### config.mk
export PLATFORM = sky130hd
export DESIGN_NAME = accel_shake_event_detector
export DESIGN_NICKNAME = d
export VERILOG_FILES = /design/src/rtl/core/ased_pkg.sv /design/src/rtl/core/accel_shake_event_detector.sv /design/src/rtl/core/ased_mag_unit.sv
export SDC_FILE = /design/constraint.sdc
export NUM_CORES = 2
export LEC_CHECK = 0
export BUFFER_PORTS_ARGS = -buffer_cell sky130_fd_sc_hd__buf_4
export CAP_MARGIN = 15
export CORE_MARGIN = 3
export CORE_UTILIZATION = 46
export CTS_BUF_LIST = sky130_fd_sc_hd__clkbuf_4
export DETAILED_ROUTE_END_ITERATION = 10
export SLEW_MARGIN = 10
export SYNTH_ARGS = -nofsm -noshare
export SYNTH_HDL_FRONTEND = slang
export SYNTH_SLANG_ARGS = --single-unit
### constraint.sdc
create_clock -name clock -period 13.05 [get_ports clock]
set_input_delay 0.6525 -clock clock [delete_from_list [all_inputs] [get_ports clock]]
set_output_delay 0.6525 -clock clock [all_outputs]
set_load 0.005 [all_outputs]
### src/rtl/core/ased_pkg.sv
// Package of the shake event detector: payload structs, register indexes and constants.
// Depends on nothing; used by every module of the block.
`default_nettype none

package ased_pkg;

   // Fixed-point format of the acceleration axes.
   localparam int FRAC_BITS  = 12;
   localparam int FILT_SHIFT = 8;
   localparam int FILT_W     = (FRAC_BITS + FILT_SHIFT + 1 > 24) ?
                               (FRAC_BITS + FILT_SHIFT + 1) : 24;
   localparam logic [FILT_W-1:0] ONE_G_FILT = FILT_W'(1) << (FRAC_BITS + FILT_SHIFT);

   // Division by ten as a multiply by the rounded-up reciprocal and a shift.
   localparam logic [31:0] RECIP_TEN = 32'hCCCC_CCCD;
   localparam int          DIV_SHIFT = 35;

   localparam int AXIS_W   = 16;
   localparam int MAG_W    = 16;
   localparam int THRESH_W = 15;
   localparam int MS_W     = 16;
   localparam int RUNS_W   = 8;
   localparam int TIME_W   = 32;
   localparam int COUNT_W  = 32;
   localparam int CSR_ADDR_W = 3;
   localparam int CSR_DATA_W = 16;

   localparam logic [CSR_ADDR_W-1:0] CSR_DEV_THRESHOLD = 3'd0;
   localparam logic [CSR_ADDR_W-1:0] CSR_MIN_RUN_MS    = 3'd1;
   localparam logic [CSR_ADDR_W-1:0] CSR_MAX_RUN_MS    = 3'd2;
   localparam logic [CSR_ADDR_W-1:0] CSR_DEBOUNCE_MS   = 3'd3;
   localparam logic [CSR_ADDR_W-1:0] CSR_MIN_RUNS      = 3'd4;

   localparam logic [THRESH_W-1:0] RST_DEV_THRESHOLD = 15'd2048;
   localparam logic [MS_W-1:0]     RST_MIN_RUN_MS    = 16'd100;
   localparam logic [MS_W-1:0]     RST_MAX_RUN_MS    = 16'd2000;
   localparam logic [MS_W-1:0]     RST_DEBOUNCE_MS   = 16'd500;
   localparam logic [RUNS_W-1:0]   RST_MIN_RUNS      = 8'd2;
   localparam logic [RUNS_W-1:0]   RUNS_MAX          = 8'd255;

   localparam logic MODE_SAMPLE = 1'b0;
   localparam logic MODE_CLEAR  = 1'b1;

   typedef struct packed {
      logic                     mode;
      logic signed [AXIS_W-1:0] accel_x;
      logic signed [AXIS_W-1:0] accel_y;
      logic signed [AXIS_W-1:0] accel_z;
      logic [TIME_W-1:0]        time_ms;
   } req_payload_type;

   typedef struct packed {
      logic               shake_event;
      logic               in_motion;
      logic               bad_duration;
      logic [RUNS_W-1:0]  run_count;
      logic [COUNT_W-1:0] event_count;
   } rsp_payload_type;

   // Status from the magnitude unit back to the sequencer.
   typedef struct packed {
      logic done;
      logic moves;
   } mag_status_type;

endpackage

`default_nettype wire

### src/rtl/core/accel_shake_event_detector.sv
// Shake event detector top level: handshakes, configuration registers, run tracking.
// Depends on ased_pkg and ased_mag_unit.
`default_nettype none

// The block takes one transfer per accelerometer sample and returns exactly one result
// transfer for it. A sample (mode 0) is squared axis by axis on one shared multiplier,
// its magnitude is found by a bit-serial integer square root that resolves one result
// bit per cycle, and the magnitude then feeds a first-order low-pass filter whose
// divide by ten reuses the same multiplier. The filtered value decides whether the
// sample is in motion, and the end of a motion run is checked against the minimum and
// maximum run length, the debounce interval and the run count. No new input transfer
// is taken until the result of the current one has been written; for a sample most of
// that time goes to the square-root loop, while a clear request (mode 1) only resets
// the event count. req_ready is low while an item is being worked on. The result sits
// in an output register, so a new input transfer is taken while the previous result
// still waits for rsp_ready; the new result is only written once that register is
// free. Configuration writes through csr_we take effect at once and are meant to be
// made while no item is in flight; there is no read-back.
module accel_shake_event_detector (
   input  wire logic                               clock,
   input  wire logic                               reset,
   input  wire logic                               req_valid,
   output      logic                               req_ready,
   input  wire ased_pkg::req_payload_type          req_data,
   output      logic                               rsp_valid,
   input  wire logic                               rsp_ready,
   output      ased_pkg::rsp_payload_type          rsp_data,
   input  wire logic                               csr_we,
   input  wire logic [ased_pkg::CSR_ADDR_W-1:0]    csr_addr,
   input  wire logic [ased_pkg::CSR_DATA_W-1:0]    csr_wdata
);

   typedef enum logic [2:0] {
      ST_IDLE = 3'b001,
      ST_CALC = 3'b010,
      ST_DONE = 3'b100
   } top_state_type;

   top_state_type                         state_ff, state_in;

   // Configuration registers.
   logic [ased_pkg::THRESH_W-1:0]         thresh_ff;
   logic [ased_pkg::MS_W-1:0]             min_run_ff;
   logic [ased_pkg::MS_W-1:0]             max_run_ff;
   logic [ased_pkg::MS_W-1:0]             debounce_ff;
   logic [ased_pkg::RUNS_W-1:0]           min_runs_ff;

   // Run tracking state.
   logic                                  active_ff, active_in;
   logic [ased_pkg::TIME_W-1:0]           run_start_ff, run_start_in;
   logic [ased_pkg::TIME_W-1:0]           last_event_ff, last_event_in;
   logic [ased_pkg::RUNS_W-1:0]           runs_ff, runs_in;
   logic [ased_pkg::COUNT_W-1:0]          events_ff, events_in;

   // Current item.
   logic                                  mode_ff, mode_in;
   logic [ased_pkg::TIME_W-1:0]           time_ff, time_in;
   logic                                  moves_ff, moves_in;

   // Output register.
   logic                                  rsp_valid_ff, rsp_valid_in;
   ased_pkg::rsp_payload_type             rsp_data_ff, rsp_data_in;

   logic                                  req_fire;
   logic                                  unit_start;
   logic                                  commit;
   logic                                  shake, bad;
   logic [ased_pkg::TIME_W-1:0]           dur, since;
   ased_pkg::mag_status_type              mag_status;

   assign req_ready  = (state_ff == ST_IDLE);
   assign req_fire   = req_valid && req_ready;
   assign unit_start = req_fire && (req_data.mode == ased_pkg::MODE_SAMPLE);
   // The result is written once the output register is empty or being emptied.
   assign commit     = (state_ff == ST_DONE) && (!rsp_valid_ff || rsp_ready);

   assign rsp_valid = rsp_valid_ff;
   assign rsp_data  = rsp_data_ff;

   ased_mag_unit u_mag (
      .clock     (clock),
      .reset     (reset),
      .start     (unit_start),
      .sample    (req_data),
      .threshold (thresh_ff),
      .status    (mag_status)
   );

   // Sequencer.
   always_comb begin
      state_in = state_ff;
      mode_in  = mode_ff;
      time_in  = time_ff;
      moves_in = moves_ff;
      case (state_ff)
         ST_IDLE: begin
            if (req_fire) begin
               mode_in  = req_data.mode;
               time_in  = req_data.time_ms;
               moves_in = 1'b0;
               state_in = (req_data.mode == ased_pkg::MODE_CLEAR) ? ST_DONE : ST_CALC;
            end
         end
         ST_CALC: begin
            if (mag_status.done) begin
               moves_in = mag_status.moves;
               state_in = ST_DONE;
            end
         end
         ST_DONE: begin
            if (commit) begin
               state_in = ST_IDLE;
            end
         end
         default: begin
            state_in = ST_IDLE;
         end
      endcase
   end

   // Both time differences wrap at 32 bits.
   assign dur   = time_ff - run_start_ff;
   assign since = time_ff - last_event_ff;

   // Motion run tracking. A run starts on the first moving sample and ends on the
   // first quiet one; only the end of a run can produce an event or a bad duration.
   always_comb begin
      active_in     = active_ff;
      run_start_in  = run_start_ff;
      last_event_in = last_event_ff;
      runs_in       = runs_ff;
      events_in     = events_ff;
      shake         = 1'b0;
      bad           = 1'b0;
      if (mode_ff == ased_pkg::MODE_CLEAR) begin
         events_in = '0;
      end else if (moves_ff) begin
         if (!active_ff) begin
            active_in    = 1'b1;
            run_start_in = time_ff;
            if (runs_ff != ased_pkg::RUNS_MAX) begin
               runs_in = runs_ff + ased_pkg::RUNS_W'(1);
            end
         end
      end else if (active_ff) begin
         active_in = 1'b0;
         if ((dur >= ased_pkg::TIME_W'(min_run_ff)) && (dur <= ased_pkg::TIME_W'(max_run_ff))) begin
            // A good run inside the debounce interval leaves the run count alone.
            if (since >= ased_pkg::TIME_W'(debounce_ff)) begin
               if (runs_ff >= min_runs_ff) begin
                  shake         = 1'b1;
                  events_in     = events_ff + ased_pkg::COUNT_W'(1);
                  last_event_in = time_ff;
               end
               runs_in = '0;
            end
         end else begin
            bad = 1'b1;
         end
      end
   end

   always_comb begin
      rsp_valid_in = rsp_valid_ff;
      rsp_data_in  = rsp_data_ff;
      if (rsp_valid_ff && rsp_ready) begin
         rsp_valid_in = 1'b0;
      end
      if (commit) begin
         rsp_valid_in             = 1'b1;
         rsp_data_in.shake_event  = shake;
         rsp_data_in.in_motion    = active_in;
         rsp_data_in.bad_duration = bad;
         rsp_data_in.run_count    = runs_in;
         rsp_data_in.event_count  = events_in;
      end
   end

   always_ff @(posedge clock) begin
      if (reset) begin
         state_ff      <= ST_IDLE;
         rsp_valid_ff  <= 1'b0;
         active_ff     <= 1'b0;
         run_start_ff  <= '0;
         last_event_ff <= '0;
         runs_ff       <= '0;
         events_ff     <= '0;
      end else begin
         state_ff     <= state_in;
         rsp_valid_ff <= rsp_valid_in;
         if (commit) begin
            active_ff     <= active_in;
            run_start_ff  <= run_start_in;
            last_event_ff <= last_event_in;
            runs_ff       <= runs_in;
            events_ff     <= events_in;
         end
      end
   end

   always_ff @(posedge clock) begin
      mode_ff     <= mode_in;
      time_ff     <= time_in;
      moves_ff    <= moves_in;
      rsp_data_ff <= rsp_data_in;
   end

   // Configuration registers; writes to unused indexes are dropped.
   always_ff @(posedge clock) begin
      if (reset) begin
         thresh_ff   <= ased_pkg::RST_DEV_THRESHOLD;
         min_run_ff  <= ased_pkg::RST_MIN_RUN_MS;
         max_run_ff  <= ased_pkg::RST_MAX_RUN_MS;
         debounce_ff <= ased_pkg::RST_DEBOUNCE_MS;
         min_runs_ff <= ased_pkg::RST_MIN_RUNS;
      end else if (csr_we) begin
         case (csr_addr)
            ased_pkg::CSR_DEV_THRESHOLD: begin
               thresh_ff <= csr_wdata[ased_pkg::THRESH_W-1:0];
            end
            ased_pkg::CSR_MIN_RUN_MS: begin
               min_run_ff <= csr_wdata[ased_pkg::MS_W-1:0];
            end
            ased_pkg::CSR_MAX_RUN_MS: begin
               max_run_ff <= csr_wdata[ased_pkg::MS_W-1:0];
            end
            ased_pkg::CSR_DEBOUNCE_MS: begin
               debounce_ff <= csr_wdata[ased_pkg::MS_W-1:0];
            end
            ased_pkg::CSR_MIN_RUNS: begin
               min_runs_ff <= csr_wdata[ased_pkg::RUNS_W-1:0];
            end
            default: begin
            end
         endcase
      end
   end

endmodule

`default_nettype wire

### src/rtl/core/ased_mag_unit.sv
// Magnitude and low-pass filter unit: squares, bit-serial square root, filter, motion test.
// Depends on ased_pkg.
`default_nettype none

module ased_mag_unit (
   input  wire logic                            clock,
   input  wire logic                            reset,
   input  wire logic                            start,
   input  wire ased_pkg::req_payload_type       sample,
   input  wire logic [ased_pkg::THRESH_W-1:0]   threshold,
   output ased_pkg::mag_status_type             status
);

   typedef enum logic [6:0] {
      U_IDLE = 7'b000_0001,
      U_SQR  = 7'b000_0010,
      U_ROOT = 7'b000_0100,
      U_SUM  = 7'b000_1000,
      U_DIV  = 7'b001_0000,
      U_FILT = 7'b010_0000,
      U_DEV  = 7'b100_0000
   } unit_state_type;

   localparam int ABS_W = ased_pkg::AXIS_W + 1;

   function automatic logic [ABS_W-1:0] abs_axis(input logic signed [ased_pkg::AXIS_W-1:0] a);
      logic [ABS_W-1:0] ext;
      ext = {a[ased_pkg::AXIS_W-1], a};
      return ext[ABS_W-1] ? (~ext + ABS_W'(1)) : ext;
   endfunction

   unit_state_type                  state_ff, state_in;
   logic [1:0]                      cnt_ff, cnt_in;
   logic [ased_pkg::FILT_W-1:0]     filt_ff, filt_in;
   logic [ABS_W-1:0]                abs_ff [3];
   logic [ABS_W-1:0]                abs_in [3];
   logic [31:0]                     v_ff, v_in;
   logic [31:0]                     res_ff, res_in;
   logic [31:0]                     bit_ff, bit_in;
   logic [31:0]                     num_ff, num_in;
   logic [63:0]                     prod_ff, prod_in;

   logic [31:0]                     mul_a, mul_b;
   logic [63:0]                     mul_p;
   logic [32:0]                     trial;
   logic                            fits;
   logic [ased_pkg::FILT_W-1:0]     dev;

   // Shared multiplier: squares the axes, then divides the filter sum by ten.
   always_comb begin
      if (state_ff == U_SQR) begin
         mul_a = 32'(abs_ff[0]);
         mul_b = 32'(abs_ff[0]);
      end else begin
         mul_a = num_ff;
         mul_b = ased_pkg::RECIP_TEN;
      end
      mul_p = 64'(mul_a) * 64'(mul_b);
   end

   assign trial = {1'b0, res_ff} + {1'b0, bit_ff};
   assign fits  = {1'b0, v_ff} >= trial;
   assign dev   = (filt_ff >= ased_pkg::ONE_G_FILT) ? (filt_ff - ased_pkg::ONE_G_FILT)
                                                    : (ased_pkg::ONE_G_FILT - filt_ff);

   always_comb begin
      state_in = state_ff;
      cnt_in   = cnt_ff;
      filt_in  = filt_ff;
      abs_in   = abs_ff;
      v_in     = v_ff;
      res_in   = res_ff;
      bit_in   = bit_ff;
      num_in   = num_ff;
      prod_in  = prod_ff;
      status   = '0;
      case (state_ff)
         U_IDLE: begin
            if (start) begin
               abs_in[0] = abs_axis(sample.accel_x);
               abs_in[1] = abs_axis(sample.accel_y);
               abs_in[2] = abs_axis(sample.accel_z);
               cnt_in    = 2'd0;
               v_in      = '0;
               state_in  = U_SQR;
            end
         end
         U_SQR: begin
            // One square per cycle; the previous square is registered and added in the next cycle.
            prod_in   = mul_p;
            abs_in[0] = abs_ff[1];
            abs_in[1] = abs_ff[2];
            abs_in[2] = '0;
            if (cnt_ff != 2'd0) begin
               v_in = v_ff + prod_ff[31:0];
            end
            cnt_in = cnt_ff + 2'd1;
            if (cnt_ff == 2'd3) begin
               res_in   = '0;
               bit_in   = 32'h4000_0000;
               state_in = U_ROOT;
            end
         end
         U_ROOT: begin
            if (fits) begin
               v_in   = v_ff - trial[31:0];
               res_in = (res_ff >> 1) + bit_ff;
            end else begin
               res_in = res_ff >> 1;
            end
            bit_in = bit_ff >> 2;
            if (bit_ff[0]) begin
               state_in = U_SUM;
            end
         end
         U_SUM: begin
            num_in = (32'(res_ff[ased_pkg::MAG_W-1:0]) << ased_pkg::FILT_SHIFT)
                   + (32'(filt_ff) << 3) + 32'(filt_ff) + 32'd5;
            state_in = U_DIV;
         end
         U_DIV: begin
            prod_in  = mul_p;
            state_in = U_FILT;
         end
         U_FILT: begin
            filt_in  = prod_ff[ased_pkg::DIV_SHIFT +: ased_pkg::FILT_W];
            state_in = U_DEV;
         end
         U_DEV: begin
            status.done  = 1'b1;
            status.moves = dev > ased_pkg::FILT_W'({threshold, ased_pkg::FILT_SHIFT'(0)});
            state_in     = U_IDLE;
         end
         default: begin
            state_in = U_IDLE;
         end
      endcase
   end

   always_ff @(posedge clock) begin
      if (reset) begin
         state_ff <= U_IDLE;
         cnt_ff   <= '0;
         filt_ff  <= ased_pkg::ONE_G_FILT;
      end else begin
         state_ff <= state_in;
         cnt_ff   <= cnt_in;
         filt_ff  <= filt_in;
      end
   end

   always_ff @(posedge clock) begin
      abs_ff  <= abs_in;
      v_ff    <= v_in;
      res_ff  <= res_in;
      bit_ff  <= bit_in;
      num_ff  <= num_in;
      prod_ff <= prod_in;
   end

endmodule

`default_nettype wire

==> summary.txt <==
Drt
  • Via count: 44900
  • DRT Wirelength: 156000 um
  • Routed len/inst: 18.8 um
  • Starting DRC count in detailed routing: 3153
  • ANT nets after route: 0
  • Drt drc: 0
  • DR vias/cell: 5.41
  • First-pass DRT Iterations: 6

GRT
  • M2 GR Usage: 38.7%
  • All-Layer GR Usage: 24.7%
  • Largest net degree at the start of global routing: 109
  • First-pass GRT wire length: 246000 um
  • GR Util met3: 4.08%
  • Initial antenna violation count: 2
  • Vias in the first global route: 44600
  • Met1 Usage GRT: 34.6%
  • Gr busiest metal: met2
  • Global route overflow: 0

Finish
  • Area grow syn2layout: 10.4%
  • Layout cell share with drive strength beyond 1: 7.79%
  • Post-layout nets: 7891

Setup path
  • Delay-heaviest family, CP: adder cells
  • Reg-to-reg startpoint: u_mag.state_ff[6]
  • CP startpoint: u_mag.state_ff[6]
  • Number of cells on the critical path: 31
  • CP endpoint kind: flip-flop
  • Worst endpoint data arrival time: 12.21 ns
  • WP buf/inv: 8
  • CP Launch Type: flip-flop
  • CP peak stage delay: 0.82 ns
  • Crit Path Category: reg -> reg
  • Worst-path fanout max: 69
  • Worst-case reg-to-reg path depth: 31
  • Cell at the slowest stage of the critical path: nand3_4
  • Critical Path RT: 13.82 ns
  • Reg2reg end: u_mag.prod_ff[55]
  • Crit path to: u_mag.prod_ff[55]
  • R2R Setup Slk: 1.61 ns

Logic synthesis
  • Register area share after synthesis: 23.1%
  • Ys Warns: 0
  • Netlist cell types: 96
  • Synthesized flop and latch total: 506
  • Yosys top cell by area: fa_1
  • Post-Syn Area: 56500 sq um
  • Post-synth EDFFs: 293
  • Synthesized area per cell: 9.02 sq um
  • Fraction of registers with async set/reset: 0%
  • Post-synth top area share: 21.5%
  • Main synth FF type: edfxtp_1
  • Post-synthesis cell count: 6263
  • Synth top area cells: fa_1 (21%), edfxtp_1 (16%), ha_1 (13%)

STA
  • Final hold violations: 0
  • Final Slew Violations: 0
  • Fmax: 87.4 MHz
  • RSZ-0062 raised after global routing: no
  • Clock skew: 0.0919 ns
  • Final setup fails: 0
  • Fin crit share: 87.7%
  • Max-slew headroom: 23.8%
  • Worst Max-Slew Pin Slew: 1.13 ns
  • Final min period: 11.44 ns
  • Setup_tns: 0 ns

Clock tree
  • Reg clk slew, reported paths: 0.07 ns
  • H-tree depth: 4
  • CTS Buf Count: 143
  • Root buffer cell: clkbuf_4
  • CTS tree: done
  • Clock insertion delay at the later pin of the skew report: 1.04 ns
  • CTS Hold Bufs: 96
  • Post-CTS setup buffers: 0
  • Clock tree sinks: 506
  • Cts repair resizes: 0
  • Clk buf depth: 3

Place
  • Routability cong.: 0.937
  • Port Buf Inserts: 149
  • Post-DP HPWL: 125000 um

Job
  • Max Cap Viol: 0

Min path
  • Hold/Removal Path Class: in -> reg

Floorplanning
  • Site Rows: 127
  • Chip width: 356 um
  • Die area: 127000 sq um
  • Initial core utilization: 46.7%
  • Die H: 356 um
  • CORE AREA: 121000 sq um
  • Ports: 150

Outcome
  • Status: completed
[metrics by stage]
stage	instances	hold slack, ns	area, sq um	utilization [%]	setup slack (ns)
after floorplan	6359	0.436	56800	-	4.04
after global placement	7954	0.442	59500	49.2	2.15
after detailed placement	7954	0.446	59500	49.2	1.72
after CTS	8310	0.00631	62300	51.5	1.70
after global routing	8311	0.0721	62300	51.6	1.09
final	8312	0.154	62300	51.6	1.61
[worst min path at each step]
stage	from	endpoint	slack, ns	depth (start not counted)
floorplan	debounce_ff[10]	debounce_ff[10]	0.44	2
CTS	req_data[76]	u_mag.abs_ff[49]	0.006	4
finish	req_data[76]	u_mag.abs_ff[49]	0.15	4
global placement	run_start_ff[6]	run_start_ff[6]	0.44	2
global route	req_data[66]	u_mag.abs_ff[36]	0.07	3
detailed placement	debounce_ff[10]	debounce_ff[10]	0.45	2
[cell usage after synthesis, types with 10 or more instances]
cell type	instances
clkbuf_1	177
or3_1	33
a31o_2	19
o21bai_1	33
nor3b_1	13
inv_1	1018
dfxtp_1	213
edfxtp_1	293
nor4b_1	10
ha_1	598
nand2_1	691
or4_1	26
nor4_1	38
a31oi_1	51
nand4_1	53
or2_2	44
o31ai_1	34
o21a_1	38
a221o_1	10
nand3_1	103
nand2b_1	48
a211oi_1	47
o211ai_1	57
o41ai_1	21
nor3_1	82
fa_1	605
nor2b_1	41
a2111oi_0	11
o21ai_0	254
nor2_1	416
mux2i_1	46
xnor2_1	161
xor2_1	138
and3_1	96
a21oi_1	350
a21o_1	105
and2_1	79
[cell usage in the layout, fill, tap and decap left out, types with 34 or more instances in the layout]
cell type      count
nand2_1          690
or2_2             44
o31ai_1           34
nor3_1            81
nor2_1           414
o211ai_1          57
nand2b_1          48
o21ai_0          254
ha_1             598
a211oi_1          47
nor2b_1           41
xnor2_1          161
and3_1            95
xor2_1           138
buf_4            180
nand3_1          102
conb_1            98
and2_1            79
dlygate4sd3_1     96
a31oi_1           51
inv_1           1015
clkbuf_4         215
a21o_1           105
fa_1             605
dfxtp_1          213
edfxtp_1         293
nand4_1           53
mux2i_1           46
o21a_1            38
a21oi_1          350
nor4_1            38
[worst register-to-register path: cells and delay by family (launching register included)]
kind	cells	cell delay, ns
fa+ha+maj	9	4.49
buf+inv	8	0.67
simple gates	5	2.58
compound gates	8	2.95
flops	1	0.34
xor+xnor	1	0.15
[kinds of logic after synthesis]
| family | count (synthesis) | share of synthesized area, % |
|---|---|---|
| AND/OR/NAND/NOR | 1820 | 15.2 |
| buffers and inverters | 1217 | 8.18 |
| adder cells (fa/ha/maj) | 1203 | 34.7 |
| AO/OA/AOI/OAI | 1162 | 13.1 |
| flip-flops | 506 | 23.1 |
| XOR/XNOR | 299 | 4.64 |
| multiplexers | 54 | 0.975 |
| other | 2 | 0.0133 |
[routing by layer]
layer	routed length, um	share of wire (%)
met1	71900	46
met2	69900	45
met3	9470	6.1
met4	4870	3.1
met5	7	0.0045
[state kept, by name (all words and copies together) (netlist names), 24 cells and up]
| name | cells |
|---|---|
| u_mag.num_ff | 29 |
| last_event_ff | 32 |
| u_mag.res_ff | 32 |
| time_ff | 32 |
| events_ff | 32 |
| run_start_ff | 32 |
| u_mag.abs_ff | 51 |
| u_mag.filt_ff | 24 |
| rsp_data | 43 |
| u_mag.prod_ff | 56 |
| u_mag.v_ff | 32 |
[final cells by class]
type                            count  area (sq um)
Antenna cell                        2          5.00
Clock buffer                      215          1610
Clock inverter                     45           277
Fill cell                       11400         58600
Inverter                         1018          3820
Multi-Input combinational cell   4636         39200
Sequential cell                   506         13100
Tap cell                         1612          2020
Timing Repair Buffer              278          2340
Power is left out: the tool's default activity adds up to more than one toggle a clock period on the data nets, which glitch-free logic cannot reach.
